## src/hdl/u8v_pkg.sv

```systemverilog
`timescale 1ns / 1ps
`default_nettype none

package u8v_pkg;

  // largest unit limit the block honors
  localparam int UNIT_LIMIT_MAX = 4095;

  // widths
  localparam int LIMIT_W = 12;
  localparam int COUNT_W = 13;
  localparam int CODE_W  = 21;

  // register indexes of the configuration port
  localparam logic REG_MAX_UNITS     = 1'b0;
  localparam logic REG_TEXT_REQUIRED = 1'b1;

  // byte classes
  localparam logic [7:0] ASCII_MIN = 8'h20;
  localparam logic [7:0] ASCII_DEL = 8'h7F;
  localparam logic [7:0] LEAD2_MIN = 8'hC2;
  localparam logic [7:0] LEAD2_MAX = 8'hDF;
  localparam logic [7:0] LEAD3_MIN = 8'hE0;
  localparam logic [7:0] LEAD3_MAX = 8'hEF;
  localparam logic [7:0] LEAD4_MIN = 8'hF0;
  localparam logic [7:0] LEAD4_MAX = 8'hF4;
  localparam logic [7:0] CONT_MASK = 8'hC0;
  localparam logic [7:0] CONT_TAG  = 8'h80;

  // code point bounds
  localparam logic [CODE_W-1:0] MIN_2BYTE = 21'h00080;
  localparam logic [CODE_W-1:0] MIN_3BYTE = 21'h00800;
  localparam logic [CODE_W-1:0] MIN_4BYTE = 21'h10000;
  localparam logic [CODE_W-1:0] BMP_MAX   = 21'h0FFFF;
  localparam logic [CODE_W-1:0] CP_MAX    = 21'h10FFFF;
  localparam logic [CODE_W-1:0] SURR_LO   = 21'h0D800;
  localparam logic [CODE_W-1:0] SURR_HI   = 21'h0DFFF;

  // sequence length classes (continuation bytes of the sequence)
  localparam logic [1:0] LEN_NONE = 2'd0;
  localparam logic [1:0] LEN_TWO   = 2'd1;
  localparam logic [1:0] LEN_THREE = 2'd2;
  localparam logic [1:0] LEN_FOUR  = 2'd3;

  typedef struct packed {
    logic [7:0] byte_value;
    logic       is_last;
    logic       empty_text;
  } in_item_t;

  typedef struct packed {
    logic               text_valid;
    logic [COUNT_W-1:0] unit_count;
  } out_item_t;

  // decoder state carried from byte to byte
  typedef struct packed {
    logic [1:0]         pending_continuations;
    logic [CODE_W-1:0]  code_accumulator;
    logic [1:0]         length_class;
    logic [COUNT_W-1:0] unit_counter;
    logic               failed_flag;
  } text_state_t;

endpackage

`default_nettype wire

```

## src/hdl/u8v_step.sv

```systemverilog
`timescale 1ns / 1ps
`default_nettype none

module u8v_step (
  input  u8v_pkg::text_state_t        st,
  input  u8v_pkg::in_item_t           item,
  input  logic [u8v_pkg::LIMIT_W-1:0] max_units,
  input  logic                        text_required,
  output u8v_pkg::text_state_t        st_next,
  output logic                        has_result,
  output u8v_pkg::out_item_t          result
);
  import u8v_pkg::*;

  logic [7:0]         b;
  logic [LIMIT_W-1:0] lim;
  logic [COUNT_W-1:0] lim_plus;
  logic [CODE_W-1:0]  acc_shift;
  logic [1:0]         pend_dec;
  logic [CODE_W-1:0]  minimum;
  logic               add_en;
  logic [1:0]         add_n;
  logic [COUNT_W-1:0] total;
  text_state_t        nx;

  assign b = item.byte_value;

  // limit clamp and saturation value
  always_comb begin
    if (max_units > LIMIT_W'(UNIT_LIMIT_MAX)) begin
      lim = LIMIT_W'(UNIT_LIMIT_MAX);
    end else begin
      lim = max_units;
    end
    lim_plus = {1'b0, lim} + COUNT_W'(1);
  end

  // continuation assembly
  assign acc_shift = {st.code_accumulator[CODE_W-7:0], b[5:0]};
  assign pend_dec  = st.pending_continuations - 2'd1;

  // overlong minimum for the finished sequence
  always_comb begin
    unique case (st.length_class)
      LEN_TWO:   minimum = MIN_2BYTE;
      LEN_THREE: minimum = MIN_3BYTE;
      LEN_FOUR:  minimum = MIN_4BYTE;
      default:   minimum = MIN_4BYTE;
    endcase
  end

  // byte decode
  always_comb begin
    nx     = st;
    add_en = 1'b0;
    add_n  = 2'd1;
    if (!st.failed_flag) begin
      if (st.pending_continuations == 2'd0) begin
        if (!b[7]) begin
          if (b < ASCII_MIN || b == ASCII_DEL) begin
            nx.failed_flag = 1'b1;
          end else begin
            add_en = 1'b1;
          end
        end else if (b >= LEAD2_MIN && b <= LEAD2_MAX) begin
          nx.code_accumulator      = CODE_W'(b[4:0]);
          nx.pending_continuations = 2'd1;
          nx.length_class          = LEN_TWO;
        end else if (b >= LEAD3_MIN && b <= LEAD3_MAX) begin
          nx.code_accumulator      = CODE_W'(b[3:0]);
          nx.pending_continuations = 2'd2;
          nx.length_class          = LEN_THREE;
        end else if (b >= LEAD4_MIN && b <= LEAD4_MAX) begin
          nx.code_accumulator      = CODE_W'(b[2:0]);
          nx.pending_continuations = 2'd3;
          nx.length_class          = LEN_FOUR;
        end else begin
          nx.failed_flag = 1'b1;
        end
      end else if ((b & CONT_MASK) != CONT_TAG) begin
        nx.failed_flag = 1'b1;
      end else begin
        nx.code_accumulator      = acc_shift;
        nx.pending_continuations = pend_dec;
        if (pend_dec == 2'd0) begin
          if (acc_shift < minimum || acc_shift > CP_MAX ||
              (acc_shift >= SURR_LO && acc_shift <= SURR_HI)) begin
            nx.failed_flag = 1'b1;
          end else begin
            add_en = 1'b1;
            add_n  = (acc_shift > BMP_MAX) ? 2'd2 : 2'd1;
          end
        end
      end
    end

    // utf-16 unit count with saturation
    total = st.unit_counter + COUNT_W'(add_n);
    if (add_en) begin
      if (total > {1'b0, lim}) begin
        nx.unit_counter = lim_plus;
        nx.failed_flag  = 1'b1;
      end else begin
        nx.unit_counter = total;
      end
    end
  end

  // closing item and state clear
  always_comb begin
    st_next    = nx;
    has_result = 1'b0;
    result     = '0;
    if (item.empty_text) begin
      has_result        = 1'b1;
      result.text_valid = !text_required;
      result.unit_count = '0;
      st_next           = '0;
    end else if (item.is_last) begin
      has_result        = 1'b1;
      result.text_valid = !(nx.failed_flag || (nx.pending_continuations != 2'd0));
      result.unit_count = nx.unit_counter;
      st_next           = '0;
    end
  end

endmodule

`default_nettype wire

```

## src/hdl/utf8_validator_utf16_length_limit.sv

```systemverilog
`timescale 1ns / 1ps
`default_nettype none

// a closing request's result is decoded from the input register and held in
// the result register until it is taken
// throughput: one byte per cycle unless a closing byte waits on a stalled
// result register; the decode between the two registers is combinational
// reset: synchronous, clears the pipeline and the decoder state; max_units
// returns to 180 and text_required to 1
module utf8_validator_utf16_length_limit (
  input  logic                        clk,
  input  logic                        rst,
  input  logic                        in_valid,
  output logic                        in_ready,
  input  u8v_pkg::in_item_t           in_data,
  output logic                        out_valid,
  input  logic                        out_ready,
  output u8v_pkg::out_item_t          out_data,
  input  logic                        cfg_valid,
  output logic                        cfg_ready,
  input  logic                        cfg_index,
  input  logic [u8v_pkg::LIMIT_W-1:0] cfg_data
);
  import u8v_pkg::*;

  logic               s1_valid;
  in_item_t           s1_item;
  text_state_t        st;
  text_state_t        st_next;
  logic               has_result;
  out_item_t          result;
  logic               s1_go;
  logic [LIMIT_W-1:0] max_units;
  logic               text_required;

  u8v_step u_step (
    .st            (st),
    .item          (s1_item),
    .max_units     (max_units),
    .text_required (text_required),
    .st_next       (st_next),
    .has_result    (has_result),
    .result        (result)
  );

  // stage advance: a result needs a free or draining output register
  assign s1_go     = s1_valid && (!has_result || !out_valid || out_ready);
  assign in_ready  = !s1_valid || s1_go;
  assign cfg_ready = 1'b1;

  // configuration registers
  always_ff @(posedge clk) begin
    if (rst) begin
      max_units     <= LIMIT_W'(180);
      text_required <= 1'b1;
    end else if (cfg_valid && cfg_ready) begin
      if (cfg_index == REG_MAX_UNITS) begin
        max_units <= cfg_data;
      end else if (cfg_index == REG_TEXT_REQUIRED) begin
        text_required <= cfg_data[0];
      end
    end
  end

  // input register
  always_ff @(posedge clk) begin
    if (rst) begin
      s1_valid <= 1'b0;
    end else if (in_ready) begin
      s1_valid <= in_valid;
    end
  end

  always_ff @(posedge clk) begin
    if (in_valid && in_ready) begin
      s1_item <= in_data;
    end
  end

  // decoder state
  always_ff @(posedge clk) begin
    if (rst) begin
      st <= '0;
    end else if (s1_go) begin
      st <= st_next;
    end
  end

  // result register
  always_ff @(posedge clk) begin
    if (rst) begin
      out_valid <= 1'b0;
    end else if (s1_go && has_result) begin
      out_valid <= 1'b1;
    end else if (out_ready) begin
      out_valid <= 1'b0;
    end
  end

  always_ff @(posedge clk) begin
    if (s1_go && has_result) begin
      out_data <= result;
    end
  end

  // state is clean after a closing request
  a_clear_after_close: assert property (@(posedge clk) disable iff (rst)
    s1_go && has_result |=> st == '0)
    else $error("decoder state not cleared after closing request");

  // a failure sticks until the text closes
  a_failed_sticks: assert property (@(posedge clk) disable iff (rst)
    st.failed_flag && !(s1_go && has_result) |=> st.failed_flag)
    else $error("failure flag dropped mid-text");

  // a stalled result blocks new input
  a_stall_blocks: assert property (@(posedge clk) disable iff (rst)
    s1_valid && has_result && out_valid && !out_ready |-> !in_ready)
    else $error("input accepted while result path is blocked");

endmodule

`default_nettype wire

```

## config.mk

```make
export PLATFORM = sky130hd
export DESIGN_NAME = utf8_validator_utf16_length_limit
export DESIGN_NICKNAME = d
export VERILOG_FILES = /design/src/hdl/u8v_pkg.sv /design/src/hdl/u8v_step.sv /design/src/hdl/utf8_validator_utf16_length_limit.sv
export SDC_FILE = /design/constraint.sdc
export NUM_CORES = 1
export LEC_CHECK = 0
export BUFFER_PORTS_ARGS = -buffer_cell sky130_fd_sc_hd__buf_2
export CAP_MARGIN = 20
export CORE_UTILIZATION = 40
export CTS_BUF_LIST = sky130_fd_sc_hd__clkbuf_8 sky130_fd_sc_hd__clkbuf_16
export CTS_CLUSTER_DIAMETER = 120
export DETAILED_ROUTE_END_ITERATION = 8
export RECOVER_POWER = 50
export SYNTH_ARGS = -nofsm -noshare
export SYNTH_HDL_FRONTEND = slang
export SYNTH_SLANG_ARGS = --single-unit
export TNS_END_PERCENT = 30
```

## constraint.sdc

```tcl
create_clock -name clk -period 5.15 [get_ports clk]
set_input_delay 0.7725 -clock clk [delete_from_list [all_inputs] [get_ports clk]]
set_output_delay 0.7725 -clock clk [all_outputs]
set_load 0.01 [all_outputs]
```

After elaboration in Yosys (flattened, before gate mapping)
Cells that the tools add are included.
- mux-type cells: 44
- $add $sub $neg: 3
- $lt $le $gt $ge: 14
- bitwise operators: 2
- equal/unequal tests: 8
- reduce and logical (&&, ||, !) cells: 31
- operators with widths (kind ; count):
    $mux 25 ; 5
    $mux 39 ; 2
    $mux 23 ; 2
    $mux 14 ; 3
    $pmux 17 s2 ; 1
    $ge 8x8->1 const B ; 3
    $le 8x8->1 const B ; 3
    $mux 1 ; 22
    $ge 21x16->1 const B ; 1
    $gt 21x16->1 const B ; 1
    $gt 21x21->1 const B ; 1
    $le 21x16->1 const B ; 1
    $lt 21x17->1 ; 1
    $mux 2 ; 7
    $add 12x1->13 const B ; 1
    $add 13x2->13 ; 1
    $gt 13x12->1 ; 1
    $mux 13 ; 1
    $gt 12x12->1 const B ; 1
    $mux 12 ; 1
    $reduce_and 5->1 ; 2
    $eq 8x7->1 const B ; 1
    $lt 8x6->1 const B ; 1
    $logic_and 1x1->1 ; 7
    other kinds (17) ; 32
- output and inout port bits: 17
- word-level logic and storage cells: 116
- register bits after elaboration: 72

Depth between registers and ports, before layout
- word-level depth: 18
- depth in mapped cells: 26
- gate-level depth less buffers: 24

By module
From an unflattened synthesis, not the netlist that was laid out.
- cells, all modules: 605
- area total of the unflattened synthesis: 5235.0 um^2
- modules (own cells, without submodules) (module ; area each (um^2) ; cells each ; seq. area each (um^2) ; instances):
    utf8_validator_utf16_length_limit ; 3059.2 ; 262 ; 1801.7 ; 1
    u8v_step ; 2175.8 ; 343 ; 0.0 ; 1

Worst setup path after synthesis
OpenSTA, ideal clock, no wires.
- kind: register to register
- start: register st[14] (netlist name)
- end: register out_data[9] (netlist name) (data pin)
- period minus slack after synthesis: 4.597 ns
- arrival time: 4.444 ns
- data required time: 4.997 ns
- cell stages (with the launch flop): 24
- library setup time: 0.153 ns
- setup slack: 0.553 ns
- buffers on the path: 1
- path through: dfxtp_1 inv_1 ha_1 inv_1 ha_1 a21boi_0 o31a_1 nor2_1 or3_1 ha_1 fa_1 and4_4 nand4_4 nor2_1 xor2_1 ha_1 and3_1 nand4_1 o21ai_0 a21oi_1 or2_1 buf_6 mux2_2 o22ai_1
- cells in the longest elaborated chain, start to end: 14
- ends and longest elaborated chain (element ; line ; source):
    $eq 2x2->1 / $eq 2x1->1 (equally long branches) ; u8v_step.sv:44 ; unique case (st.length_class)
    $pmux 17 s2 (*) ; u8v_step.sv:44 ;
    $lt 21x17->1 (*) ; u8v_step.sv:86 ; if (acc_shift < minimum || acc_shift > CP_MAX ||
    $logic_or 1x1->1 (*) (2 in series) ; u8v_step.sv:86 ;
    $mux 2 ; u8v_step.sv:86 ;
    $mux 2 ; u8v_step.sv:85 ; if (pend_dec == 2'd0) begin
    $mux 2 ; u8v_step.sv:80 ; end else if ((b & CONT_MASK) != CONT_TAG) begin
    $mux 2 ; u8v_step.sv:58 ; if (st.pending_continuations == 2'd0) begin
    $mux 2 ; u8v_step.sv:57 ; if (!st.failed_flag) begin
    $add 13x2->13 ; u8v_step.sv:98 ; total = st.unit_counter + COUNT_W'(add_n);
    $gt 13x12->1 ; u8v_step.sv:100 ; if (total > {1'b0, lim}) begin
    $mux 13 ; u8v_step.sv:100 ;
    $mux 14 (*) ; u8v_step.sv:99 ; if (add_en) begin
    to (signal assigned) ; utf8_validator_utf16_length_limit.sv:102 ; out_data <= result;
    to (decl) ; utf8_validator_utf16_length_limit.sv:18 ; output u8v_pkg::out_item_t out_data,
Every way passes the cells marked *; elsewhere a longest branch is shown, timed or not.
A chain may end at the register's enable or synchronous reset.

==> results.py <==
metrics = {
    "finish": {
        "drive_above_1_share_pct": 12.21,
        "fin_nets": 569,
        "syn_to_final_growth_pct": 11.60,
        "num_antenna_cells": 0,
        "final_util_pct": 45.80,
    },
    "synthesis": {
        "synth_fp_nets": 535,
        "yosys.area.top_type": "dfxtp_1",
        "yosysWarnings": 0,
        "syn_inst": 485,
        "synth_area_leaders": "dfxtp_1 (23%), edfxtp_1 (17%), ha_1 (6.2%)",
        "ys_seq_area_share_pct": 39.87,
        "async_reset_ff_share_pct": 0,
        "synth_area_mm2": 0.004218,
        "yosys.area.top_type_share_pct": 22.78,
        "ys_types": 69,
        "avgSynthCellArea_um2": 8.696,
        "synth-edff-count": 24,
        "yosys_register_bits": 72,
        "ys.flop_type": "dfxtp_1",
    },
    "floorplanning": {
        "design.core.area_mm2": 0.01028,
        "initial_core_util_pct": 41.04,
        "die_x_um": 104.7,
        "fp.dieH_um": 104.7,
        "ioPinCount": 45,
        "row_count": 37,
        "die_area_mm2": 0.01096,
    },
    "clocking": {
        "cts_buffer_depth": 2,
        "path_clk_slew_ns": 0.08,
        "cts_root_buf": "clkbuf_8",
        "clock_latency_ns": 0.37,
        "numCtsBuffers": 9,
        "cts_tree": "built",
        "cts.sinks": 72,
        "htree_num_levels": 3,
        "cts_setup_buffers": 0,
    },
    "sta": {
        "finalHoldViolations": 0,
        "setup_viol": 0,
        "fmax_mhz": 207.2,
        "rsz0062_at_grt": "false",
        "min_period_over_period_pct": 93.70,
        "finClkSkew_ns": 0.01064,
        "worstMarginPinSlew_ns": 1.695,
        "fin_crit_ns": 4.826,
        "maxSlewHeadroom_pct": -13.02,
        "fin_setup_tns_ns": 0,
        "maxSlewViolCount": 38,
    },
    "placement": {
        "io_buffers": 43,
        "dp_hpwl_mm": 7.268,
        "gp_congestion": 0.9146,
    },
    "global_route": {
        "grt_usage_pct": 18.66,
        "antenna_found_initial": 0,
        "globalRouteOverflowTotal": 0,
        "grt_pass1_wl_mm": 16.30,
        "grt_pass1_vias": 3327,
        "grt_max_degree": 38,
    },
    "hold_path": {
        "holdCritPathClass": "reg -> reg",
    },
    "pwr": {
        "vdd_ir_drop_max_mv": 0.1671,
        "p_leak_nw": 1.766,
        "power.density_mw_per_mm2": 252.4,
    },
    "detailed_routing": {
        "num_vias": 3531,
        "routedWlPerCell_um": 14.83,
        "drtPass1Iterations": 4,
        "ant_nets": 0,
        "drt_iter0_drc": 207,
        "via_per_inst": 5.350,
        "routed_wl_mm": 9.791,
        "drc": 0,
    },
    "worst_setup_path": {
        "crit_required_ns": 5.33,
        "startpoint_type": "flop",
        "crit_type": "reg -> reg",
        "cp_max_fo": 9,
        "cp_data_arrival_time_ns": 5.01,
        "endpoint_kind": "flop",
    },
    "outcome": {
        "status": "complete, but fails checks",
        "violations": "max-capacitance violations, max-slew violations",
    },
    "flow_run": {
        "max_cap_viol_count": 1,
    },
}
-- state kept, by name, summed over array words and instances, names as in the netlist --
register       flops
st                33
s1_valid           1
s1_item           10
max_units         12
out_valid          1
out_data          14
text_required      1
-- report_power, final --
group | internal (mW) | switching, mW | total, mW
Sequential | 0.603 | 0.0146 | 0.618
Clock | 0.249 | 0.224 | 0.474
Combinational | 0.0341 | 0.0625 | 0.0966
-- logic make-up after synthesis --
| logic type | Yosys count | share of synthesized area [%] |
|---|---|---|
| AO/OA/AOI/OAI | 119 | 18.93 |
| XOR/XNOR | 22 | 4.747 |
| adder cells (fa/ha/maj) | 22 | 6.704 |
| buffers and inverters | 49 | 5.250 |
| flip-flops | 72 | 39.87 |
| multiplexers | 6 | 1.454 |
| other | 1 | 0.08891 |
| AND/OR/NAND/NOR | 194 | 22.96 |
-- worst max-delay path, cell delays in order (launching register included) --
cell and delay [ns]:
dfxtp_1 0.32, inv_1 0.07, ha_1 0.15, inv_1 0.04, ha_1 0.25, a21boi_0 0.19
o31a_1 0.18, nor2_1 0.05, or3_1 0.39, ha_1 0.22, fa_1 0.47, and4_4 0.25
nand4_4 0.13, nor2_1 0.07, xor2_1 0.16, ha_1 0.30, and3_1 0.18, nand4_1 0.11
o21ai_0 0.08, a21oi_1 0.07, buf_4 0.18, nor2_4 0.23, o211ai_1 0.16, o41ai_2 0.36
-- layout make-up --
type	instances	area [um2]
clock buffers	12	187.7
clock inverters	4	31.28
fillers	1011	5570
inverters	25	93.84
multi-input cells	364	2322
flip-flops and latches	72	1682
well taps	136	170.2
repair buffers	47	220.2
-- Yosys cell counts, types with 4 or more instances --
cell type  count
dfxtp_1       48
inv_1         25
nand2b_1       8
edfxtp_1      24
nor3_1         8
or2_2          6
mux2i_1        5
nand2_1       68
buf_2          4
nand3_1       28
and2_1         6
nand4_1        8
and4_1         4
o22ai_1        5
clkbuf_1      14
ha_1          21
o21ai_0       19
xnor2_1       18
o221ai_1       7
o21ai_1        6
a21oi_1       39
a21o_1         6
nor2_1        32
a211o_1        4
o2bb2ai_1      4
nor4_1         4
nor2b_1        6
-- worst paths after layout --
| kind | depth (start not counted) | slack [ns] | start | end |
|---|---|---|---|---|
| min | 2 | 0.46 | st[16] | st[16] |
| min reg2reg | 2 | 0.46 | st[16] | st[16] |
| max reg2reg | 23 | 0.32 | st[14] | out_data[13] |
| max | 23 | 0.32 | st[14] | out_data[13] |
-- cells in the final DEF (no fill, tap or decap), types with 7 or more instances in the layout --
master	n
xnor2_1	18
edfxtp_1	24
nand3_1	28
dfxtp_1	48
o21ai_0	19
a21oi_1	39
nor3_1	8
buf_2	26
ha_1	21
clkbuf_1	18
clkbuf_8	10
o221ai_1	7
nor2_1	32
inv_1	25
nand2_1	68
nand2b_1	8
nand4_1	8
-- layer usage --
layer	up-vias	part of all wire, %	GRT usage [%]
met3	17	4.3	3.743
met1	1630	50	26.07
met2	79	44	28.24
li1	1805	-	-
met5	-	0	0
met4	0	1.9	7.243
-- metrics by stage --
stage	setup WS (ns)	power [mW]	area [um2]	cells	hold WS [ns]
after CTS	0.2027	1.199	4725	660	0.4602
final	0.3244	1.188	4707	660	0.4619
after global placement	0.4134	0.7264	4506	644	0.4462
after floorplan	0.5531	0.6939	4218	485	0.4322
after detailed placement	0.2185	0.7286	4506	644	0.4494
after global routing	0.001473	1.236	4707	660	0.4827
-- repair_timing --
action,4_1_cts,5_1_grt
resized for setup,0,3
hold buffers,0,0
endpoints found under the setup margin,0,10
Note: power is estimated with default switching activity, not from simulation.
